### src/hw/rtl/fmia_pkg.sv
// Package for the Fock matrix integral accumulator: item types, sequencer states,
// update schedule table and shared helper functions. No dependencies.
package fmia_pkg;

  localparam int MAX_BASIS = 32;
  localparam int IDX_W     = $clog2(MAX_BASIS);
  localparam int ADDR_W    = 2 * IDX_W;
  localparam int CFG_W     = 6;
  localparam int WORD_W    = 64;
  localparam int STEP_W    = 4;

  localparam logic [WORD_W-1:0] SIGN_WORD = {1'b1, {(WORD_W-1){1'b0}}};
  localparam logic [WORD_W-1:0] POS_MAX   = {1'b0, {(WORD_W-1){1'b1}}};

  localparam logic [1:0] OP_LOAD     = 2'd0;
  localparam logic [1:0] OP_INTEGRAL = 2'd1;
  localparam logic [1:0] OP_READ     = 2'd2;

  typedef struct packed {
    logic [1:0]        operation;
    logic [4:0]        index_i;
    logic [4:0]        index_j;
    logic [4:0]        index_k;
    logic [4:0]        index_l;
    logic signed [63:0] integral_value;
    logic signed [63:0] density_value;
    logic signed [63:0] core_value;
  } in_item_t;

  typedef struct packed {
    logic signed [63:0] fock_value;
    logic               saturated;
  } out_item_t;

  typedef enum logic [3:0] {
    ST_CLEAR,
    ST_IDLE,
    ST_LOAD,
    ST_READ,
    ST_READ_WAIT,
    ST_FETCH,
    ST_MAG,
    ST_TERM,
    ST_ADD
  } state_t;

  typedef enum logic [2:0] {
    SCH_SINGLE,
    SCH_THREE,
    SCH_PAIR_A,
    SCH_PAIR_B,
    SCH_TWO_A,
    SCH_TWO_B,
    SCH_DISTINCT
  } scheme_t;

  // One update: destination role pair, density role pair, weight and end mark.
  typedef struct packed {
    logic [1:0] rs;
    logic [1:0] cs;
    logic [1:0] ps;
    logic [1:0] qs;
    logic [2:0] mag;
    logic       neg;
    logic       last;
  } update_entry_t;

  typedef struct packed {
    logic              start;
    logic [WORD_W-1:0] dmag;
    logic [WORD_W-1:0] tmag;
    logic [2:0]        mag;
    logic              neg;
  } term_req_t;

  typedef struct packed {
    logic              done;
    logic [WORD_W-1:0] term;
    logic              sat;
  } term_rsp_t;

  typedef struct packed {
    logic              we;
    logic [ADDR_W-1:0] addr;
    logic [WORD_W-1:0] data;
  } dens_wr_t;

  typedef struct packed {
    logic              we;
    logic [ADDR_W-1:0] addr;
    logic [WORD_W:0]   data;
  } fock_wr_t;

  function automatic logic [WORD_W-1:0] magnitude(input logic [WORD_W-1:0] v);
    return v[WORD_W-1] ? (~v + 1'b1) : v;
  endfunction

  function automatic update_entry_t mk(input logic [1:0] rs, input logic [1:0] cs,
                                       input logic [1:0] ps, input logic [1:0] qs,
                                       input logic [2:0] mag, input logic neg,
                                       input logic last);
    update_entry_t e;
    e.rs = rs; e.cs = cs; e.ps = ps; e.qs = qs;
    e.mag = mag; e.neg = neg; e.last = last;
    return e;
  endfunction

  // Fixed update order per scheme; roles are 0..3 as set at classification.
  function automatic update_entry_t update_entry(input scheme_t sch,
                                                 input logic [STEP_W-1:0] step);
    update_entry_t e;
    e = mk(2'd0, 2'd0, 2'd0, 2'd0, 3'd1, 1'b0, 1'b1);
    unique case (sch)
      SCH_SINGLE: e = mk(2'd0, 2'd0, 2'd0, 2'd0, 3'd1, 1'b0, 1'b1);
      SCH_THREE: begin
        unique case (step)
          4'd0:    e = mk(2'd0, 2'd0, 2'd0, 2'd1, 3'd2, 1'b0, 1'b0);
          4'd1:    e = mk(2'd0, 2'd1, 2'd0, 2'd0, 3'd1, 1'b0, 1'b0);
          default: e = mk(2'd1, 2'd0, 2'd0, 2'd0, 3'd1, 1'b0, 1'b1);
        endcase
      end
      SCH_PAIR_A: begin
        unique case (step)
          4'd0:    e = mk(2'd0, 2'd0, 2'd1, 2'd1, 3'd2, 1'b0, 1'b0);
          4'd1:    e = mk(2'd1, 2'd1, 2'd0, 2'd0, 3'd2, 1'b0, 1'b0);
          4'd2:    e = mk(2'd0, 2'd1, 2'd0, 2'd1, 3'd1, 1'b1, 1'b0);
          default: e = mk(2'd1, 2'd0, 2'd1, 2'd0, 3'd1, 1'b1, 1'b1);
        endcase
      end
      SCH_PAIR_B: begin
        unique case (step)
          4'd0:    e = mk(2'd0, 2'd1, 2'd0, 2'd1, 3'd3, 1'b0, 1'b0);
          4'd1:    e = mk(2'd1, 2'd0, 2'd0, 2'd1, 3'd3, 1'b0, 1'b0);
          4'd2:    e = mk(2'd0, 2'd0, 2'd1, 2'd1, 3'd1, 1'b1, 1'b0);
          default: e = mk(2'd1, 2'd1, 2'd0, 2'd0, 3'd1, 1'b1, 1'b1);
        endcase
      end
      SCH_TWO_A: begin
        unique case (step)
          4'd0:    e = mk(2'd0, 2'd0, 2'd1, 2'd2, 3'd4, 1'b0, 1'b0);
          4'd1:    e = mk(2'd1, 2'd2, 2'd0, 2'd0, 3'd2, 1'b0, 1'b0);
          4'd2:    e = mk(2'd2, 2'd1, 2'd0, 2'd0, 3'd2, 1'b0, 1'b0);
          4'd3:    e = mk(2'd0, 2'd1, 2'd0, 2'd2, 3'd1, 1'b1, 1'b0);
          4'd4:    e = mk(2'd0, 2'd2, 2'd0, 2'd1, 3'd1, 1'b1, 1'b0);
          4'd5:    e = mk(2'd1, 2'd0, 2'd2, 2'd0, 3'd1, 1'b1, 1'b0);
          default: e = mk(2'd2, 2'd0, 2'd1, 2'd0, 3'd1, 1'b1, 1'b1);
        endcase
      end
      SCH_TWO_B: begin
        unique case (step)
          4'd0:    e = mk(2'd0, 2'd1, 2'd0, 2'd2, 3'd3, 1'b0, 1'b0);
          4'd1:    e = mk(2'd1, 2'd0, 2'd0, 2'd2, 3'd3, 1'b0, 1'b0);
          4'd2:    e = mk(2'd0, 2'd2, 2'd0, 2'd1, 3'd3, 1'b0, 1'b0);
          4'd3:    e = mk(2'd2, 2'd0, 2'd0, 2'd1, 3'd3, 1'b0, 1'b0);
          4'd4:    e = mk(2'd0, 2'd0, 2'd1, 2'd2, 3'd2, 1'b1, 1'b0);
          4'd5:    e = mk(2'd1, 2'd2, 2'd0, 2'd0, 3'd1, 1'b1, 1'b0);
          default: e = mk(2'd2, 2'd1, 2'd0, 2'd0, 3'd1, 1'b1, 1'b1);
        endcase
      end
      SCH_DISTINCT: begin
        unique case (step)
          4'd0:    e = mk(2'd0, 2'd1, 2'd2, 2'd3, 3'd4, 1'b0, 1'b0);
          4'd1:    e = mk(2'd1, 2'd0, 2'd2, 2'd3, 3'd4, 1'b0, 1'b0);
          4'd2:    e = mk(2'd2, 2'd3, 2'd0, 2'd1, 3'd4, 1'b0, 1'b0);
          4'd3:    e = mk(2'd3, 2'd2, 2'd0, 2'd1, 3'd4, 1'b0, 1'b0);
          4'd4:    e = mk(2'd0, 2'd2, 2'd1, 2'd3, 3'd1, 1'b1, 1'b0);
          4'd5:    e = mk(2'd1, 2'd2, 2'd0, 2'd3, 3'd1, 1'b1, 1'b0);
          4'd6:    e = mk(2'd0, 2'd3, 2'd1, 2'd2, 3'd1, 1'b1, 1'b0);
          4'd7:    e = mk(2'd1, 2'd3, 2'd0, 2'd2, 3'd1, 1'b1, 1'b0);
          4'd8:    e = mk(2'd2, 2'd0, 2'd3, 2'd1, 3'd1, 1'b1, 1'b0);
          4'd9:    e = mk(2'd2, 2'd1, 2'd3, 2'd0, 3'd1, 1'b1, 1'b0);
          4'd10:   e = mk(2'd3, 2'd0, 2'd2, 2'd1, 3'd1, 1'b1, 1'b0);
          default: e = mk(2'd3, 2'd1, 2'd2, 2'd0, 3'd1, 1'b1, 1'b1);
        endcase
      end
      default: e = mk(2'd0, 2'd0, 2'd0, 2'd0, 3'd1, 1'b0, 1'b1);
    endcase
    return e;
  endfunction

endpackage

### src/hw/rtl/fmia_term_unit.sv
// Shared term unit: |D|*|t| by four 32x32 partial products, then weight and rounding
// into qw and c, then saturation into term_q and sat_q. Depends on fmia_pkg.
module fmia_term_unit (
  input  logic                clk,
  input  logic                rst,
  input  fmia_pkg::term_req_t req,
  output fmia_pkg::term_rsp_t rsp
);

  localparam int W = fmia_pkg::WORD_W;

  logic           busy;
  logic [2:0]     cnt;
  logic [W-1:0]   a_op;
  logic [W-1:0]   b_op;
  logic [2:0]     aw;
  logic           neg;
  logic [W-1:0]   pp;
  logic [2*W-1:0] prod;
  logic [W+2:0]   qw;
  logic [2:0]     c;
  logic           ovf_hi;
  logic           done_q;
  logic [W-1:0]   term_q;
  logic           sat_q;

  logic [31:0]    a_sel;
  logic [31:0]    b_sel;
  logic [7:0]     sh;
  logic [W+2:0]   q_ext;
  logic [W+2:0]   qw_calc;
  logic [42:0]    r_ext;
  logic [42:0]    rw_calc;
  logic [42:0]    c_sum;
  logic [W+2:0]   mw;
  logic [W+2:0]   limit;
  logic           sat_calc;
  logic [W-1:0]   term_calc;

  assign a_sel = cnt[1] ? a_op[63:32] : a_op[31:0];
  assign b_sel = cnt[0] ? b_op[63:32] : b_op[31:0];

  assign rsp = '{done: done_q, term: term_q, sat: sat_q};

  always_comb begin
    unique case (cnt)
      3'd2, 3'd3: sh = 8'd32;
      3'd4:       sh = 8'd64;
      default:    sh = 8'd0;
    endcase
  end

  always_comb begin
    q_ext = {3'b000, prod[103:40]};
    r_ext = {3'b000, prod[39:0]};
    unique case (aw)
      3'd2: begin
        qw_calc = q_ext << 1;
        rw_calc = r_ext << 1;
      end
      3'd3: begin
        qw_calc = q_ext + (q_ext << 1);
        rw_calc = r_ext + (r_ext << 1);
      end
      3'd4: begin
        qw_calc = q_ext << 2;
        rw_calc = r_ext << 2;
      end
      default: begin
        qw_calc = q_ext;
        rw_calc = r_ext;
      end
    endcase
    c_sum = rw_calc + {4'b0001, 39'b0};
  end

  always_comb begin
    mw        = qw + {{W{1'b0}}, c};
    limit     = neg ? {3'b000, fmia_pkg::SIGN_WORD} : {3'b000, fmia_pkg::POS_MAX};
    sat_calc  = ovf_hi || (mw > limit);
    if (sat_calc) begin
      term_calc = neg ? fmia_pkg::SIGN_WORD : fmia_pkg::POS_MAX;
    end else begin
      term_calc = neg ? (~mw[W-1:0] + 1'b1) : mw[W-1:0];
    end
  end

  always_ff @(posedge clk) begin
    if (rst) begin
      busy   <= 1'b0;
      cnt    <= 3'd0;
      done_q <= 1'b0;
    end else begin
      done_q <= 1'b0;
      if (req.start && !busy) begin
        busy <= 1'b1;
        cnt  <= 3'd0;
      end else if (busy) begin
        cnt <= cnt + 3'd1;
        if (cnt == 3'd6) begin
          busy   <= 1'b0;
          done_q <= 1'b1;
        end
      end
    end
  end

  always_ff @(posedge clk) begin
    if (req.start && !busy) begin
      a_op <= req.dmag;
      b_op <= req.tmag;
      aw   <= req.mag;
      neg  <= req.neg;
    end
    if (busy) begin
      if (cnt <= 3'd3) begin
        pp <= {32'b0, a_sel} * {32'b0, b_sel};
      end
      if (cnt == 3'd1) begin
        prod <= {{W{1'b0}}, pp};
      end else if (cnt >= 3'd2 && cnt <= 3'd4) begin
        prod <= prod + ({{W{1'b0}}, pp} << sh);
      end
      if (cnt == 3'd5) begin
        ovf_hi <= |prod[127:103];
        qw     <= qw_calc;
        c      <= c_sum[42:40];
      end
      if (cnt == 3'd6) begin
        term_q <= term_calc;
        sat_q  <= sat_calc;
      end
    end
  end

endmodule
### config.mk
export PLATFORM = sky130hd
export DESIGN_NAME = fmia_term_unit
export DESIGN_NICKNAME = d
export VERILOG_FILES = /design/src/hw/rtl/fmia_pkg.sv /design/src/hw/rtl/fmia_term_unit.sv
export SDC_FILE = /design/constraint.sdc
export NUM_CORES = 2
export LEC_CHECK = 0
export ABC_AREA = 0
export ABC_CLOCK_PERIOD_IN_PS = 19470
export CORE_ASPECT_RATIO = 1.25
export CORE_MARGIN = 8
export CORE_UTILIZATION = 30
export DETAILED_ROUTE_END_ITERATION = 6
export DONT_BUFFER_PORTS = 1
export GPL_TIMING_DRIVEN = 1
export SYNTH_ARGS = -nofsm -noshare
export SYNTH_HDL_FRONTEND = slang
export SYNTH_SLANG_ARGS = --single-unit
export TNS_END_PERCENT = 1
### constraint.sdc
create_clock -name clk -period 19.47 [get_ports clk]
set_clock_uncertainty 0.15 [all_clocks]
set_input_delay 0.9735 -clock clk [delete_from_list [all_inputs] [get_ports clk]]
set_output_delay 0.9735 -clock clk [all_outputs]
set_load 0.005 [all_outputs]
==> Yosys cells after proc, flatten, opt, wreduce, memory -nomap -nowiden <==
Cells that the tools add are included.
{ "classes": {"addsub": 7, "mul": 1, "magnitude_cmp": 4, "eq_ne": 9, "shifts": 1, "n_mux": 15, "bitwise": 2, "reduce_logical": 13} }
{ "op_table": {"columns": ["cell", "n"], "rows": [
  ["2-to-1 mux 64 bit", 5],
  ["case mux 66 bit (3 select lines)", 1],
  ["adder 128 bit", 1],
  ["2-to-1 mux 128 bit", 1],
  ["left shift 64 x 7 -> 128 bit", 1],
  ["case mux 42 bit (3 select lines)", 1],
  ["adder 67 x 3 -> 67 bit", 1],
  ["greater-than comparator 67 x 64 -> 1 bit", 1],
  ["adder 64 x 65 -> 66 bit", 1],
  ["adder 64 x 1 -> 64 bit, second input constant", 1],
  ["multiplier 32 x 32 -> 64 bit", 1],
  ["2-to-1 mux 32 bit", 2],
  ["NOT 64 bit", 1],
  ["adder 43 x 40 -> 43 bit, second input constant", 1],
  ["adder 40 x 41 -> 42 bit", 1],
  ["OR reduction 25 bit", 1],
  ["case mux 7 bit (2 select lines)", 1],
  ["equality test 3 x 2 -> 1 bit, second input constant", 4],
  ["equality test 3 bit, second input constant", 4],
  ["AND reduction 2 bit", 4],
  ["2-to-1 mux 1 bit", 4],
  ["OR reduction 2 bit", 2],
  ["adder 3 x 1 -> 3 bit, second input constant", 1],
  ["equality test 3 x 1 -> 1 bit, second input constant", 1],
  ["9 further kinds", 10]
]} }
{ "totals": {"register_bits": 465, "input_bits": 135} }

==> Longest topological paths before layout <==
{ "logic_depth": {"word_depth": 7, "ltp_mapped": 35, "depth_no_buf": 31} }

==> Least setup slack after synthesis <==
No wires, ideal clock.
{ "synth_timing": {"path_type": "register -> register", "start": "register cnt[1]", "end": "register pp[63] (data pin)", "setup_ns": 0.260, "arrival_ns": 9.243, "setup_slack_ns": 9.817, "path_stages_with_launch": 34, "period_less_slack_ns": 9.653, "cell_sequence": "dfxtp_1 clkbuf_1 clkbuf_1 clkbuf_1 mux2i_1 clkbuf_1 nor2_1 fa_1 fa_1 fa_1 inv_1 fa_1 inv_1 fa_1 inv_1 fa_1 inv_1 fa_1 inv_1 fa_1 inv_1 ha_1 a21oi_1 o21bai_1 or4b_2 a21oi_1 nor4_1 nor4_1 o31ai_1 a21oi_1 nor4_1 a211o_1 a21oi_1 xnor2_1"} }
{ "synth_between": {"elab_chain_len": 2} }
{ "synth_lines": {"columns": ["element", "line", "text"], "rows": [
  ["start: declaration", "fmia_term_unit.sv:13", "logic [2:0] cnt;"],
  ["start signal: assignment", "fmia_term_unit.sv:99", "cnt <= cnt + 3'd1;"],
  ["2-to-1 mux 32 bit", "fmia_term_unit.sv:40", "assign a_sel = cnt[1] ? a_op[63:32] : a_op[31:0];"],
  ["multiplier 32 x 32 -> 64 bit", "fmia_term_unit.sv:117", "pp <= {32'b0, a_sel} * {32'b0, b_sel};"],
  ["end signal: assignment", "fmia_term_unit.sv:117", null],
  ["end: declaration", "fmia_term_unit.sv:18", "logic [W-1:0] pp;"]
]} }
No other way between the ends.
A chain may end at the register's enable or synchronous reset.

==> Worst setup path in the final report <==
Ends and elaborated chain as after synthesis.

==> flow_summary.json <==
{
  "fillers": 23959,
  "cpPeakStageDelay_ns": 0.84,
  "layout_commonest_cell": "inv_1",
  "syn_avg_cell_area_um2": 8.88,
  "synthesis.yosys.warnings": 0,
  "dp_hpwl_um": 190000,
  "die_x_um": 446,
  "postSynth.asyncResetShare_pct": 0,
  "drc": 0,
  "crit_required_ns": 19.82,
  "critPathCapture": "pp[63]",
  "cts_resized": 0,
  "fmax_ghz": 0.0926,
  "start_kind": "flip-flop",
  "setup.worst_path.start": "cnt[1]",
  "dp_slack_ns": 8.70,
  "hp-class": "input pin to flip-flop",
  "final_net_count": 9188,
  "tightest_slew_ns": 1.14,
  "ys_seq_area_share_pct": 20.0,
  "final_cell_mix": "1,015 x inv_1, 1,012 x nor2_1, 899 x fa_1",
  "synthAdderAreaFrac_pct": 36.2,
  "overflow": 0,
  "rr_endpoint": "pp[63]",
  "netlist_instances": 7803,
  "gp_congestion": 0.998,
  "num_rows": 197,
  "die-area_um2": 247000,
  "grt_max_degree": 89,
  "finalWirelength_um": 242000,
  "clock_path_buffers": 3,
  "maxCapViolations": 0,
  "antenna_left": 0,
  "final_layout_size_suffix_gt1_share_pct": 5.12,
  "ff2ff_path_depth": 32,
  "synth_top_family_by_area": "adder cells",
  "numCtsBuffers": 57,
  "drtIter0Drc": 4541,
  "yosys-mux-area-fraction_pct": 2.67,
  "final_hold_viol_count": 0,
  "hold_buffers": 0,
  "cp_data_arrival_time_ns": 11.16,
  "antenna_found_initial": 5,
  "synth_compound_area_share_pct": 13.6,
  "end_kind": "flip-flop",
  "cts_tree": "done",
  "rsz0062_at_grt": "no",
  "clk_pin_slew_worst_paths_ns": 0.06,
  "synth_xor_xnor_area_share_pct": 3.80,
  "numPortBuffers": 0,
  "post-route-min-period_ns": 10.80,
  "clock_latency_ns": 0.75,
  "fin_ws_ns": 8.67,
  "cpMaxStageDelayCell": "mux2i_2",
  "yosysUniqueCellTypes": 99,
  "root_buffer": "clkbuf_16",
  "ys_ff_latch": 464,
  "cts_setup_buffers": 0,
  "netlist_area_um2": 69300,
  "syn-num-nets": 9403,
  "synth-simple-area-share_pct": 16.2,
  "wl_per_cell_um": 22.6,
  "tns_ns": 0,
  "syn_to_final_growth_pct": 7.89,
  "die_y_um": 553,
  "period_share_pct": 55.5,
  "htreeDepth": 2,
  "r2r_setup_slack_ns": 8.67,
  "finalMaxSlewViolations": 0,
  "synth_ff_type": "edfxtp_1",
  "cts.sinks": 464,
  "avgViaCountPerCell": 5.34,
  "path_class": "flip-flop to flip-flop",
  "finalSetupViolations": 0,
  "vias": 57224,
  "relSlewSlack_pct": 23.9,
  "initial_core_util_pct": 30.1,
  "cp_max_fo": 44,
  "core_um2": 230000,
  "firstDrtPassIters": 5,
  "grt_pass1_wl_um": 363000,
  "io_pins": 201,
  "status": "finished, final reports clean",
  "r2r-start": "cnt[1]",
  "track_usage_pct": 19.0,
  "synth_edf_count": 459,
  "grt_pass1_vias": 59054
}
[final cells by class]
cell class / instances / area [um2] / area share [%]
Tap cell: 3084 / 3860 / 5.16
Inverter: 1017 / 3820 / 5.10
Multi-Input combinational cell: 5945 / 50500 / 67.5
Antenna cell: 3 / 7.51 / 0.0100
Sequential cell: 464 / 13900 / 18.6
Clock inverter: 45 / 499 / 0.667
Clock buffer: 62 / 1450 / 1.93
Timing Repair Buffer: 103 / 773 / 1.03
[flip-flops by register name, indices dropped and copies added, names as in the netlist]
name	flops
ovf_hi	1
c	3
term_q	64
aw	3
b_op	64
a_op	64
cnt	3
prod	128
pp	64
done_q	1
sat_q	1
qw	66
busy	1
neg	1
[cell families after synthesis]
kind of cell,Yosys count
compound gates,1480
xor+xnor,301
buf+inv,1394
flops,464
mux,177
fa+ha+maj,1465
simple gates,2522
[worst max-delay path: cells and delay by family, from the launching register on]
kind / cells / cell delay, ns
adders and majority gates: 9 / 4.10
AOI/OAI and AO/OA: 7 / 1.96
and+or+nand+nor: 5 / 1.53
buffers and inverters: 9 / 1.22
muxes: 1 / 0.84
DFF: 1 / 0.60
xor gates and xnor gates: 1 / 0.08
[layer usage]
layer / track usage (%) / up-vias / part of all wire [%]
met5: 0 / - / 0.0054
met4: 10.9 / 2 / 7.0
met3: 3.71 / 626 / 7.6
met2: 31.9 / 2591 / 47
met1: 22.6 / 28237 / 39
li1: - / 25768 / -
[worst min-delay path by stage]
| stage | start | to | slack, ns | cells past startpoint |
|---|---|---|---|---|
| finish | rst | cnt[1] | 0.13 | 1 |
| global route | rst | cnt[1] | 0.1 | 1 |
| CTS | rst | cnt[1] | 0.1 | 1 |
| detailed placement | pp[57] | prod[57] | 0.44 | 2 |
| global placement | pp[57] | prod[57] | 0.43 | 2 |
| floorplan | prod[112] | ovf_hi | 0.38 | 2 |
[synth_stat cells, types with 69 or more instances]
library cell  instances  area share [%]
a21oi_1             490             3.5
nand4_1             129             1.2
xnor2_1             187             2.4
fa_1                899              26
nand2_1             823             4.5
o21ai_0             253             1.8
o22ai_1              71            0.64
mux2i_1             112             1.6
o21bai_1             69            0.75
edfxtp_1            459              20
clkbuf_1            347             1.9
nor3_1               98            0.71
nand3_1              81            0.58
nor2_1             1016             5.5
and3_1               98            0.88
inv_1              1015             5.5
a21o_1              204             2.2
ha_1                566              10
xor2_1              114             1.4
[metrics by stage]
stage                     std cells  instance area (um2)  hold slack, ns  util (%)
after global routing          10722                74800          0.0958      32.5
after global placement        10613                72800           0.430      31.6
after CTS                     10720                74800          0.0957      32.5
after detailed placement      10613                72800           0.437      31.6
after floorplan                7803                69300           0.380         -
final                         10723                74800           0.133      32.5
Power is not shown: default switching activity piles up to over one toggle a cycle in this logic, so the estimate is an artifact.
